--- config.mk ---
export PLATFORM = sky130hd
export DESIGN_NAME = dda_grid_ray_traversal_unit
export DESIGN_NICKNAME = d
export VERILOG_FILES = /design/src/rtl/ddagrt_pkg.sv /design/src/rtl/ddagrt_ctrl.sv /design/src/rtl/ddagrt_dp.sv /design/src/rtl/dda_grid_ray_traversal_unit.sv
export SDC_FILE = /design/constraint.sdc
export NUM_CORES = 2
export LEC_CHECK = 0
export BUFFER_PORTS_ARGS = -buffer_cell sky130_fd_sc_hd__buf_2
export CAP_MARGIN = 20
export CORE_UTILIZATION = 60
export CTS_CLUSTER_SIZE = 20
export DETAILED_ROUTE_END_ITERATION = 6
export PLACE_DENSITY = 0.79
export SYNTH_ARGS = -nofsm -noshare
export SYNTH_HDL_FRONTEND = slang
export SYNTH_SLANG_ARGS = --single-unit
--- constraint.sdc ---
create_clock -name clk -period 11.6 [get_ports clk]
set_clock_uncertainty 0.15 [all_clocks]
set_input_delay 1.74 -clock clk [delete_from_list [all_inputs] [get_ports clk]]
set_output_delay 1.74 -clock clk [all_outputs]
set_load 0.01 [all_outputs]
--- src/rtl/ddagrt_pkg.sv ---
`timescale 1ns / 1ps
// ----------------------------------------------------------------------------
// ddagrt_pkg
// Shared types and constants of the grid ray walker: request and response
// payloads, controller-to-datapath command bundle, fixed-point formats.
// ----------------------------------------------------------------------------
package ddagrt_pkg;

	// Map and fixed-point formats
	localparam int MAP_BITS  = 8;                 // cells per axis: 2^MAP_BITS
	localparam int FRAC_BITS = 16;                // position / distance fraction bits
	localparam int POS_W     = 24;                // position field width
	localparam int DIR_W     = 16;                // direction field width, Q2.14
	localparam int DIR_FRAC  = 14;                // direction fraction bits
	localparam int DIST_W    = 32;                // span and distance width
	localparam int MAG_W     = DIR_W;             // direction magnitude width

	// Reciprocal: one quotient bit per cycle of 2^(FRAC_BITS+DIR_FRAC) / |dir|
	localparam int DIV_STEPS = FRAC_BITS + DIR_FRAC + 1;
	localparam int DIV_CNT_W = $clog2(DIV_STEPS);

	// Opcodes
	localparam logic OP_START = 1'b0;
	localparam logic OP_STEP  = 1'b1;

	// Side codes
	localparam logic SIDE_X = 1'b0;
	localparam logic SIDE_Y = 1'b1;

	typedef struct packed {
		logic                    opcode;
		logic [POS_W-1:0]        pos_x;
		logic [POS_W-1:0]        pos_y;
		logic signed [DIR_W-1:0] dir_x;
		logic signed [DIR_W-1:0] dir_y;
	} req_t;

	typedef struct packed {
		logic [MAP_BITS-1:0] cell_x;
		logic [MAP_BITS-1:0] cell_y;
		logic                hit_side;
		logic [DIST_W-1:0]   perp_dist;
	} rsp_t;

	// Controller commands to the datapath
	typedef struct packed {
		logic capture;    // latch request, clear divider; a start also loads cells and signs
		logic div_step;   // one reciprocal iteration on both axes
		logic div_first;  // iteration that brings in the dividend's set bit
		logic ray_load;   // write spans and initial edge distances
		logic start_out;  // write the start response
		logic step_out;   // advance one cell and write its response
	} cmd_t;

endpackage

--- src/rtl/ddagrt_ctrl.sv ---
`timescale 1ns / 1ps
// ----------------------------------------------------------------------------
// ddagrt_ctrl
// Sequencer of the grid ray walker: accepts one request at a time, runs the
// reciprocal iterations for a start, and owns the response valid flag.
// ----------------------------------------------------------------------------
module ddagrt_ctrl import ddagrt_pkg::*; (
	input  logic clk,
	input  logic arst_n,
	input  logic req_valid,
	output logic req_stall,
	input  logic req_opcode,
	output logic rsp_valid,
	input  logic rsp_stall,
	output cmd_t cmd
);

	localparam logic [2:0] S_IDLE = 3'd0;
	localparam logic [2:0] S_STEP = 3'd1;
	localparam logic [2:0] S_DIV  = 3'd2;
	localparam logic [2:0] S_MUL  = 3'd3;
	localparam logic [2:0] S_FIN  = 3'd4;

	logic [2:0]           state_q, state_nxt;
	logic [DIV_CNT_W-1:0] cnt_q, cnt_nxt;
	logic                 rsp_valid_q;
	logic                 req_acc;
	logic                 rsp_free;
	logic                 rsp_write;

	assign req_stall = (state_q != S_IDLE);
	assign req_acc   = req_valid && !req_stall;
	assign rsp_free  = !rsp_valid_q || !rsp_stall;
	assign rsp_valid = rsp_valid_q;
	assign rsp_write = cmd.start_out || cmd.step_out;

	// Sequence one request
	always_comb begin
		state_nxt = state_q;
		cnt_nxt   = cnt_q;
		cmd       = '0;
		unique case (state_q)
			S_IDLE: begin
				if (req_acc) begin
					cmd.capture = 1'b1;
					cnt_nxt     = '0;
					state_nxt   = (req_opcode == OP_STEP) ? S_STEP : S_DIV;
				end
			end
			S_STEP: begin
				if (rsp_free) begin
					cmd.step_out = 1'b1;
					state_nxt    = S_IDLE;
				end
			end
			S_DIV: begin
				cmd.div_step  = 1'b1;
				cmd.div_first = (cnt_q == '0);
				cnt_nxt       = cnt_q + DIV_CNT_W'(1);
				if (cnt_q == DIV_CNT_W'(DIV_STEPS - 1)) begin
					state_nxt = S_MUL;
				end
			end
			S_MUL: begin
				cmd.ray_load = 1'b1;
				state_nxt    = S_FIN;
			end
			S_FIN: begin
				if (rsp_free) begin
					cmd.start_out = 1'b1;
					state_nxt     = S_IDLE;
				end
			end
			default: begin
				state_nxt = S_IDLE;
			end
		endcase
	end

	always_ff @(posedge clk or negedge arst_n) begin
		if (!arst_n) begin
			state_q     <= S_IDLE;
			cnt_q       <= '0;
			rsp_valid_q <= 1'b0;
		end else begin
			state_q     <= state_nxt;
			cnt_q       <= cnt_nxt;
			// hold while stalled, set on a new response
			rsp_valid_q <= (rsp_valid_q && rsp_stall) || rsp_write;
		end
	end

endmodule

--- src/rtl/ddagrt_dp.sv ---
`timescale 1ns / 1ps
// ----------------------------------------------------------------------------
// ddagrt_dp
// Datapath of the grid ray walker: ray state, bit-serial reciprocal for both
// axes, initial edge distance multiply, cell step and response register.
// ----------------------------------------------------------------------------
module ddagrt_dp import ddagrt_pkg::*; (
	input  logic clk,
	input  logic arst_n,
	input  req_t req_data,
	input  cmd_t cmd,
	output rsp_t rsp_data
);

	localparam int PROD_W = FRAC_BITS + 1 + DIST_W;

	// Ray state
	logic [MAP_BITS-1:0] cell_x_q, cell_y_q;
	logic                neg_x_q, neg_y_q;
	logic [DIST_W-1:0]   edge_x_q, edge_y_q;
	logic [DIST_W-1:0]   span_x_q, span_y_q;

	// Start operands and reciprocal
	logic [FRAC_BITS-1:0] frac_x_q, frac_y_q;
	logic [MAG_W-1:0]     mag_x_q, mag_y_q;
	logic [MAG_W-1:0]     rem_x_q, rem_y_q;
	logic [DIV_STEPS-1:0] quo_x_q, quo_y_q;

	rsp_t rsp_q;

	logic [MAG_W-1:0]   mag_x_in, mag_y_in;
	logic [MAG_W:0]     div_x, div_y;
	logic [DIST_W-1:0]  span_x_w, span_y_w;
	logic [FRAC_BITS:0] part_x, part_y;
	logic [PROD_W-1:0]  prod_x, prod_y;
	logic [DIST_W:0]    sum_x, sum_y;
	logic [DIST_W-1:0]  sat_x, sat_y;
	logic               take_x;
	logic [DIST_W-1:0]  dist_step;

	// One restoring iteration: returns {new remainder, quotient bit}
	function automatic logic [MAG_W:0] div_iter(input logic [MAG_W-1:0] rem,
			input logic [MAG_W-1:0] mag, input logic lsb);
		logic [MAG_W:0] sh;
		logic [MAG_W:0] diff;
		logic           ge;
		sh   = {rem, lsb};
		diff = sh - {1'b0, mag};
		ge   = (sh >= {1'b0, mag});
		return {(ge ? diff[MAG_W-1:0] : sh[MAG_W-1:0]), ge};
	endfunction

	// Magnitude of the direction components
	assign mag_x_in = req_data.dir_x[DIR_W-1] ? (MAG_W'(0) - req_data.dir_x) : req_data.dir_x;
	assign mag_y_in = req_data.dir_y[DIR_W-1] ? (MAG_W'(0) - req_data.dir_y) : req_data.dir_y;

	assign div_x = div_iter(rem_x_q, mag_x_q, cmd.div_first);
	assign div_y = div_iter(rem_y_q, mag_y_q, cmd.div_first);

	// Span saturates to all ones for a zero component
	assign span_x_w = (mag_x_q == '0) ? '1 : DIST_W'(quo_x_q);
	assign span_y_w = (mag_y_q == '0) ? '1 : DIST_W'(quo_y_q);

	// Fraction to the cell edge in the step direction
	assign part_x = neg_x_q ? {1'b0, frac_x_q} : ({1'b1, {FRAC_BITS{1'b0}}} - {1'b0, frac_x_q});
	assign part_y = neg_y_q ? {1'b0, frac_y_q} : ({1'b1, {FRAC_BITS{1'b0}}} - {1'b0, frac_y_q});

	assign prod_x = PROD_W'(part_x) * PROD_W'(span_x_w);
	assign prod_y = PROD_W'(part_y) * PROD_W'(span_y_w);

	// Step along the smaller edge distance, ties to y
	assign take_x = (edge_x_q < edge_y_q);
	assign sum_x  = {1'b0, edge_x_q} + {1'b0, span_x_q};
	assign sum_y  = {1'b0, edge_y_q} + {1'b0, span_y_q};
	assign sat_x  = sum_x[DIST_W] ? '1 : sum_x[DIST_W-1:0];
	assign sat_y  = sum_y[DIST_W] ? '1 : sum_y[DIST_W-1:0];

	// New edge minus span: the old edge, or all ones minus span on saturation
	assign dist_step = take_x ? (sum_x[DIST_W] ? ~span_x_q : edge_x_q)
	                          : (sum_y[DIST_W] ? ~span_y_q : edge_y_q);

	// Update ray state
	always_ff @(posedge clk or negedge arst_n) begin
		if (!arst_n) begin
			cell_x_q <= '0;
			cell_y_q <= '0;
			neg_x_q  <= 1'b0;
			neg_y_q  <= 1'b0;
			edge_x_q <= '0;
			edge_y_q <= '0;
			span_x_q <= '0;
			span_y_q <= '0;
		end else begin
			priority if (cmd.capture && (req_data.opcode == OP_START)) begin
				cell_x_q <= req_data.pos_x[FRAC_BITS +: MAP_BITS];
				cell_y_q <= req_data.pos_y[FRAC_BITS +: MAP_BITS];
				neg_x_q  <= req_data.dir_x[DIR_W-1];
				neg_y_q  <= req_data.dir_y[DIR_W-1];
			end else if (cmd.ray_load) begin
				span_x_q <= span_x_w;
				span_y_q <= span_y_w;
				edge_x_q <= prod_x[FRAC_BITS +: DIST_W];
				edge_y_q <= prod_y[FRAC_BITS +: DIST_W];
			end else if (cmd.step_out) begin
				if (take_x) begin
					edge_x_q <= sat_x;
					cell_x_q <= neg_x_q ? (cell_x_q - MAP_BITS'(1)) : (cell_x_q + MAP_BITS'(1));
				end else begin
					edge_y_q <= sat_y;
					cell_y_q <= neg_y_q ? (cell_y_q - MAP_BITS'(1)) : (cell_y_q + MAP_BITS'(1));
				end
			end
		end
	end

	// Latch start operands and iterate the reciprocal
	always_ff @(posedge clk) begin
		if (cmd.capture) begin
			frac_x_q <= req_data.pos_x[FRAC_BITS-1:0];
			frac_y_q <= req_data.pos_y[FRAC_BITS-1:0];
			mag_x_q  <= mag_x_in;
			mag_y_q  <= mag_y_in;
			rem_x_q  <= '0;
			rem_y_q  <= '0;
			quo_x_q  <= '0;
			quo_y_q  <= '0;
		end else if (cmd.div_step) begin
			rem_x_q  <= div_x[MAG_W:1];
			rem_y_q  <= div_y[MAG_W:1];
			quo_x_q  <= {quo_x_q[DIV_STEPS-2:0], div_x[0]};
			quo_y_q  <= {quo_y_q[DIV_STEPS-2:0], div_y[0]};
		end
	end

	// Response register
	always_ff @(posedge clk) begin
		if (cmd.start_out) begin
			rsp_q.cell_x    <= cell_x_q;
			rsp_q.cell_y    <= cell_y_q;
			rsp_q.hit_side  <= SIDE_X;
			rsp_q.perp_dist <= '0;
		end else if (cmd.step_out) begin
			rsp_q.cell_x    <= take_x ? (neg_x_q ? (cell_x_q - MAP_BITS'(1))
			                                     : (cell_x_q + MAP_BITS'(1))) : cell_x_q;
			rsp_q.cell_y    <= take_x ? cell_y_q : (neg_y_q ? (cell_y_q - MAP_BITS'(1))
			                                                : (cell_y_q + MAP_BITS'(1)));
			rsp_q.hit_side  <= take_x ? SIDE_X : SIDE_Y;
			rsp_q.perp_dist <= dist_step;
		end
	end

	assign rsp_data = rsp_q;

endmodule

--- src/rtl/dda_grid_ray_traversal_unit.sv ---
`timescale 1ns / 1ps
// ----------------------------------------------------------------------------
// dda_grid_ray_traversal_unit
// Grid ray walker: a start request loads a ray from position and direction,
// each step request moves one map cell; every request returns one response.
// ----------------------------------------------------------------------------
//
//  channel | direction | handshake             | payload
//  --------+-----------+-----------------------+----------------------------
//  req     | in        | req_valid / req_stall | req_data  (req_t)
//  rsp     | out       | rsp_valid / rsp_stall | rsp_data  (rsp_t)
//
//  A step request is accepted, then the cell update and response write follow.
//  A start request runs the bit-serial reciprocal (both axes in parallel),
//  then the multiply and the response write.
//  The response register decouples the sides: a new request is accepted while
//  an earlier response still waits; a stalled response holds only the write.
//  Reset clears the ray state to zero and leaves no response pending.
//
module dda_grid_ray_traversal_unit import ddagrt_pkg::*; (
	input  logic clk,
	input  logic arst_n,
	input  logic req_valid,
	output logic req_stall,
	input  req_t req_data,
	output logic rsp_valid,
	input  logic rsp_stall,
	output rsp_t rsp_data
);

	cmd_t cmd;

	ddagrt_ctrl u_ctrl (
		.clk        (clk),
		.arst_n     (arst_n),
		.req_valid  (req_valid),
		.req_stall  (req_stall),
		.req_opcode (req_data.opcode),
		.rsp_valid  (rsp_valid),
		.rsp_stall  (rsp_stall),
		.cmd        (cmd)
	);

	ddagrt_dp u_dp (
		.clk      (clk),
		.arst_n   (arst_n),
		.req_data (req_data),
		.cmd      (cmd),
		.rsp_data (rsp_data)
	);

endmodule

# Word-level counts from Yosys, hierarchy flattened
# Cells that the tools add are included.
# Widths: inputs -> output; s select.
[op_classes] add_sub_neg=13 mul=2 magnitude_cmp=3 eq_ne=10 muxes=46 bitwise_logic=4 reduce_logical=26
[op_table] operator="$mux 32" count=13
[op_table] operator="$mux 49" count=2
[op_table] operator="$mul 17x32->48" count=2
[op_table] operator="$mux 8" count=10
[op_table] operator="$add 32x32->33" count=2
[op_table] operator="$not 32->32" count=2
[op_table] operator="$ge 17x16->1" count=2
[op_table] operator="$mux 17" count=2
[op_table] operator="$sub 17x16->17 const A" count=2
[op_table] operator="$logic_not 16->1" count=2
[op_table] operator="$lt 32x32->1" count=1
[op_table] operator="$mux 16" count=2
[op_table] operator="$sub 1x16->16 const A" count=2
[op_table] operator="$sub 16x16->16" count=2
[op_table] operator="$mux 15" count=2
[op_table] operator="$add 8x1->8 const B" count=2
[op_table] operator="$sub 8x1->8 const B" count=2
[op_table] operator="$pmux 3 s4" count=1
[op_table] operator="$pmux 5 s2" count=1
[op_table] operator="$reduce_bool 2->1" count=5
[op_table] operator="$mux 3" count=3
[op_table] operator="$reduce_and 3->1" count=3
[op_table] operator="$ne 2x1->1 const B" count=4
[op_table] operator="$mux 1" count=7
[op_table] operator="other kinds (17)" count=28
[totals] ff_bits=362 in_bits=85 out_inout_bits=51 wordCells=129

# Logic depth before layout (Yosys ltp)
[logic_depth] ltp_word=8 ltp_mapped=32 depth_no_buf=30

# Modules after synthesis
# Synthesis repeated with hierarchy kept, for this count alone.
[unflattened] hier_cells=6441 hier_area_um2=55192.9
[by_module_without_submodules] mod="ddagrt_dp" n_inst=1 cells_per_inst=6386 area_per_inst_um2=54644.9
[by_module_without_submodules] mod="ddagrt_ctrl" n_inst=1 cells_per_inst=55 area_per_inst_um2=548.0

# Worst setup path before layout
# OpenSTA, ideal clock, no wires.
[synth_path] kind="reg2reg" start="reg u_dp.frac_y_q[7]" end="reg u_dp.edge_y_q[28]" setup_ns=0.104 arrival_time_ns=7.438 setup_slack_ns=3.908 path_stages_with_launch=28 path_buffers=2 period_less_slack_ns=7.692 path_cell_list="edfxtp_1 -> or4_1 -> o31ai_1 -> o21ai_0 -> xor2_1 -> clkbuf_1 -> nand2_1 -> fa_1 -> inv_1 -> fa_1 -> fa_1 -> fa_1 -> fa_1 -> inv_1 -> fa_1 -> inv_1 -> ha_1 -> clkbuf_1 -> a21o_1 -> a311oi_1 -> o211ai_1 -> o211ai_1 -> nand2_1 -> a31oi_1 -> o21ai_0 -> a21oi_1 -> xor2_1 -> a221oi_1"
[synth_between] elab_chain_cells=4
[synth_lines] item="start, declared" line="ddagrt_dp.sv:24" rtl="logic [FRAC_BITS-1:0] frac_x_q, frac_y_q;"
[synth_lines] item="start signal, assigned" line="ddagrt_dp.sv:120" rtl="frac_y_q <= req_data.pos_y[FRAC_BITS-1:0];"
[synth_lines] item="$sub 17x16->17" line="ddagrt_dp.sv:66" rtl="assign part_y = neg_y_q ? {1'b0, frac_y_q} : ({1'b1, {FRAC_BITS{1'b0}}} - {1'b0, frac_y_q});"
[synth_lines] item="$mux 17 (*)" line="ddagrt_dp.sv:66"
[synth_lines] item="$mul 17x32->48 (*)" line="ddagrt_dp.sv:69" rtl="assign prod_y = PROD_W'(part_y) * PROD_W'(span_y_w);"
[synth_lines] item="$mux 32 (*)" line="ddagrt_dp.sv:99" rtl="end else if (cmd.ray_load) begin"
[synth_lines] item="end signal, assigned" line="ddagrt_dp.sv:103" rtl="edge_y_q <= prod_y[FRAC_BITS +: DIST_W];"
[synth_lines] item="end signal, assigned" line="ddagrt_dp.sv:109" rtl="edge_y_q <= sat_y;"
[synth_lines] item="end, declared" line="ddagrt_dp.sv:20" rtl="logic [DIST_W-1:0] edge_x_q, edge_y_q;"
# Mark *: on every way between the ends. The rest lies on a longest branch, timed or not.
# A chain may end at the register's enable or synchronous reset.

# Worst setup path in the final report
[layout_path] start="reg u_dp.frac_y_q[6]" end="reg u_dp.edge_y_q[28]"
# Same word-level chain as after synthesis.

==> flow_summary_export.csv <==
group,metric,value,unit
logic_synthesis,yosysUniqueCellTypes,84,
layout,drive_gt1_frac,0.0553,
clock_tree,cts_buffer_depth,3,
timing,rsz0062_at_grt,"no",
floorplanning,io_pins,136,
floorplanning,core-area,88800,um2
global_routing,grt_start_max_net_pins,83,
clock_tree,clkTransAtPathRegs,60,ps
placed_design,hpwl,120000,um
logic_synthesis,synth_nets,7787,
outcome,violations,"DRC",
floorplanning,placementRows,109,
logic_synthesis,avgSynthCellArea,8.41,um2
hold_path,min_path_type,"reg2reg",
critical_path,cp_top_family,"adder cells",
global_routing,grt_pass1_vias,46100,
logic_synthesis,yosys-top-cells-area,"fa_1, inv_1, ha_1",
clock_tree,htreeDepth,2,
floorplanning,die_area,91200,um2
clock_tree,root_buffer,"clkbuf_16",
critical_path,crit_type,"reg2reg",
layout,fill_cells,7379,
drt,drc,10,
drt,dr.pass1.iters,7,
timing,report.final.slew_viol_count,0,
critical_path,cp_max_fo,10,
critical_path,critical-path-slowest-cell,"xor2_1",
drt,drt_iter0_markers,4080,
critical_path,cp.required,11970,ps
global_routing,antenna_found_initial,6,
layout,area_growth,6.63,%
clock_tree,cts_buffers,46,
global_routing,grt_pass1_wl,246000,um
critical_path,worst-path-buf-inv,3,
timing,fin_ws,2130,ps
logic_synthesis,synth_area,54000,um2
critical_path,startpoint_type,"flip-flop",
critical_path,critPathMaxStageDelay,890,ps
logic_synthesis,ys_warn_count,0,
critical_path,path_common_cell,"fa_1",
floorplanning,dieHeight,302,um
timing,tns,0,ps
timing,worstMarginPinSlew,1280,ps
timing,slew_headroom,0.143,
timing,holdWs,293,ps
drt,ant_nets,0,
drt,vias,44600,
timing,finalHoldViolCount,0,
clock_tree,cts_tree,"yes",
logic_synthesis,ys_ff_latch,362,
clock_tree,ctsResizeCount,0,
clock_tree,cts_setup_buffers,0,
drt,wl_per_cell,20.0,um
placed_design,place_congestion,0.975,
timing,setup-violations-final,0,
floorplanning,initial_core_util,0.608,
drt,viasPerCell,5.85,
logic_synthesis,synth-edff-count,80,
global_routing,gr-total-overflow,0,
logic_synthesis,synth_async_sr_flop_share,0.428,
critical_path,critPathArrivalTime,9830,ps
critical_path,worstSetupEndpointType,"flip-flop",
layout,final_nets,7783,
logic_synthesis,synth_top_area_frac,0.333,
timing,finalCritPeriodShare,0.816,
logic_synthesis,synth_top_area_cell,"fa_1",
drt,routed_wl,152000,um
layout,multi_input_area,39600,um2
clock_tree,clkLatencyLatePin,640,ps
logic_synthesis,synth_flop_cell,"dfrtp_1",
clock_tree,cts.hold.buffers_added,0,
logic_synthesis,ys_top_cells_by_count,"inv_1, nand2_1, fa_1",
placed_design,io_buffers,135,
placed_design,preCtsSetupSlack,2360,ps
timing,period_minus_slack,9470,ps
timing,fmax,106,MHz
logic_synthesis,synth_most_common_cell,"inv_1",
logic_synthesis,synth-seq-area-share,0.163,
run,cap_viol_max_count,0,
clock_tree,clock-sinks,362,
layout,ff_latch_area,8820,um2
logic_synthesis,syn_inst,6424,
outcome,outcome,"complete, but fails checks",
floorplanning,die_w,302,um
layout,antennaDiodeCount,0,
layout,final_util,0.649,
global_routing,grt_use_total,0.348,
## through the flow
stage	area (um2)	cells
2_1_floorplan	54000	6424
3_5_place_dp	56000	7536
6_report	57600	7623
3_3_place_gp	56000	7535
4_1_cts	57600	7622
5_1_grt	57600	7623
## path summary, 6_finish.rpt
path,start,endpoint,slack [ps],cells past startpoint
worst min-delay path,u_dp.rem_x_q[15],u_dp.rem_x_q[15],290,2
worst max register to register,u_dp.frac_y_q[6],u_dp.edge_y_q[28],2130,25
min in group asynchronous,arst_n,u_dp.cell_y_q[5],1020,1
max in group asynchronous,arst_n,u_dp.edge_x_q[25],8650,2
worst min register to register,u_dp.rem_x_q[15],u_dp.rem_x_q[15],290,2
worst max-delay path,u_dp.frac_y_q[6],u_dp.edge_y_q[28],2130,25
## worst reg2reg max path, delay by kind of cell (launching register included)
kind	cells	cell delay (ps)
compound gates	10	3290
fa+ha+maj	7	3370
flops	1	490
simple gates	3	920
buf+inv	3	160
xor+xnor	2	970
## layer usage
metal  part of all wire  track usage
met1               0.39        0.454
met2               0.46        0.560
met3               0.10       0.0794
met4              0.046        0.145
met5            0.00015            0
## layout make-up
| class | count | area share |
|---|---|---|
| well taps | 1165 | 0.0253 |
| multi-input cells | 4518 | 0.688 |
| clock buffers | 62 | 0.0226 |
| repair buffers | 225 | 0.0238 |
| clock inverters | 24 | 0.00482 |
| inverters | 1267 | 0.0826 |
| flip-flops and latches | 362 | 0.153 |
## layout by cell type (no fill, tap or decap), types with 13 or more instances in the layout
cell type,instances
nor2b_1,15
a21o_1,86
dfrtp_1,155
a211oi_1,23
xor2_1,69
inv_1,1266
dfxtp_1,127
a22oi_1,30
edfxtp_1,80
o221ai_1,32
nand2b_1,92
clkbuf_16,47
ha_1,380
o211ai_1,19
nand4_1,26
and2_1,27
or3_1,19
nor3_1,34
buf_4,88
a31oi_1,16
o21ai_0,265
nand2_1,1176
o21ai_1,13
o21bai_1,16
a222oi_1,14
xnor2_1,146
nor4_1,20
fa_1,898
buf_2,134
o31ai_1,23
a21oi_1,246
o22ai_1,23
nand3_1,95
nor2_1,518
o21a_1,18
## registers in the layout, summed over array words and instances, names as in the netlist, 31 cells and up
register       flops
u_dp.edge_y_q     32
u_dp.span_x_q     32
u_dp.edge_x_q     32
u_dp.span_y_q     32
u_dp.quo_x_q      31
u_dp.quo_y_q      31
u_dp.rsp_data     49
## kinds of logic after synthesis
group,share of synthesized area
simple gates,0.159
xor+xnor,0.0386
compound gates,0.108
fa+ha+maj,0.421
mux,0.00171
flops,0.163
buf+inv,0.108
Power is not shown: default switching activity piles up to over one toggle a cycle in this logic, so the estimate is an artifact.
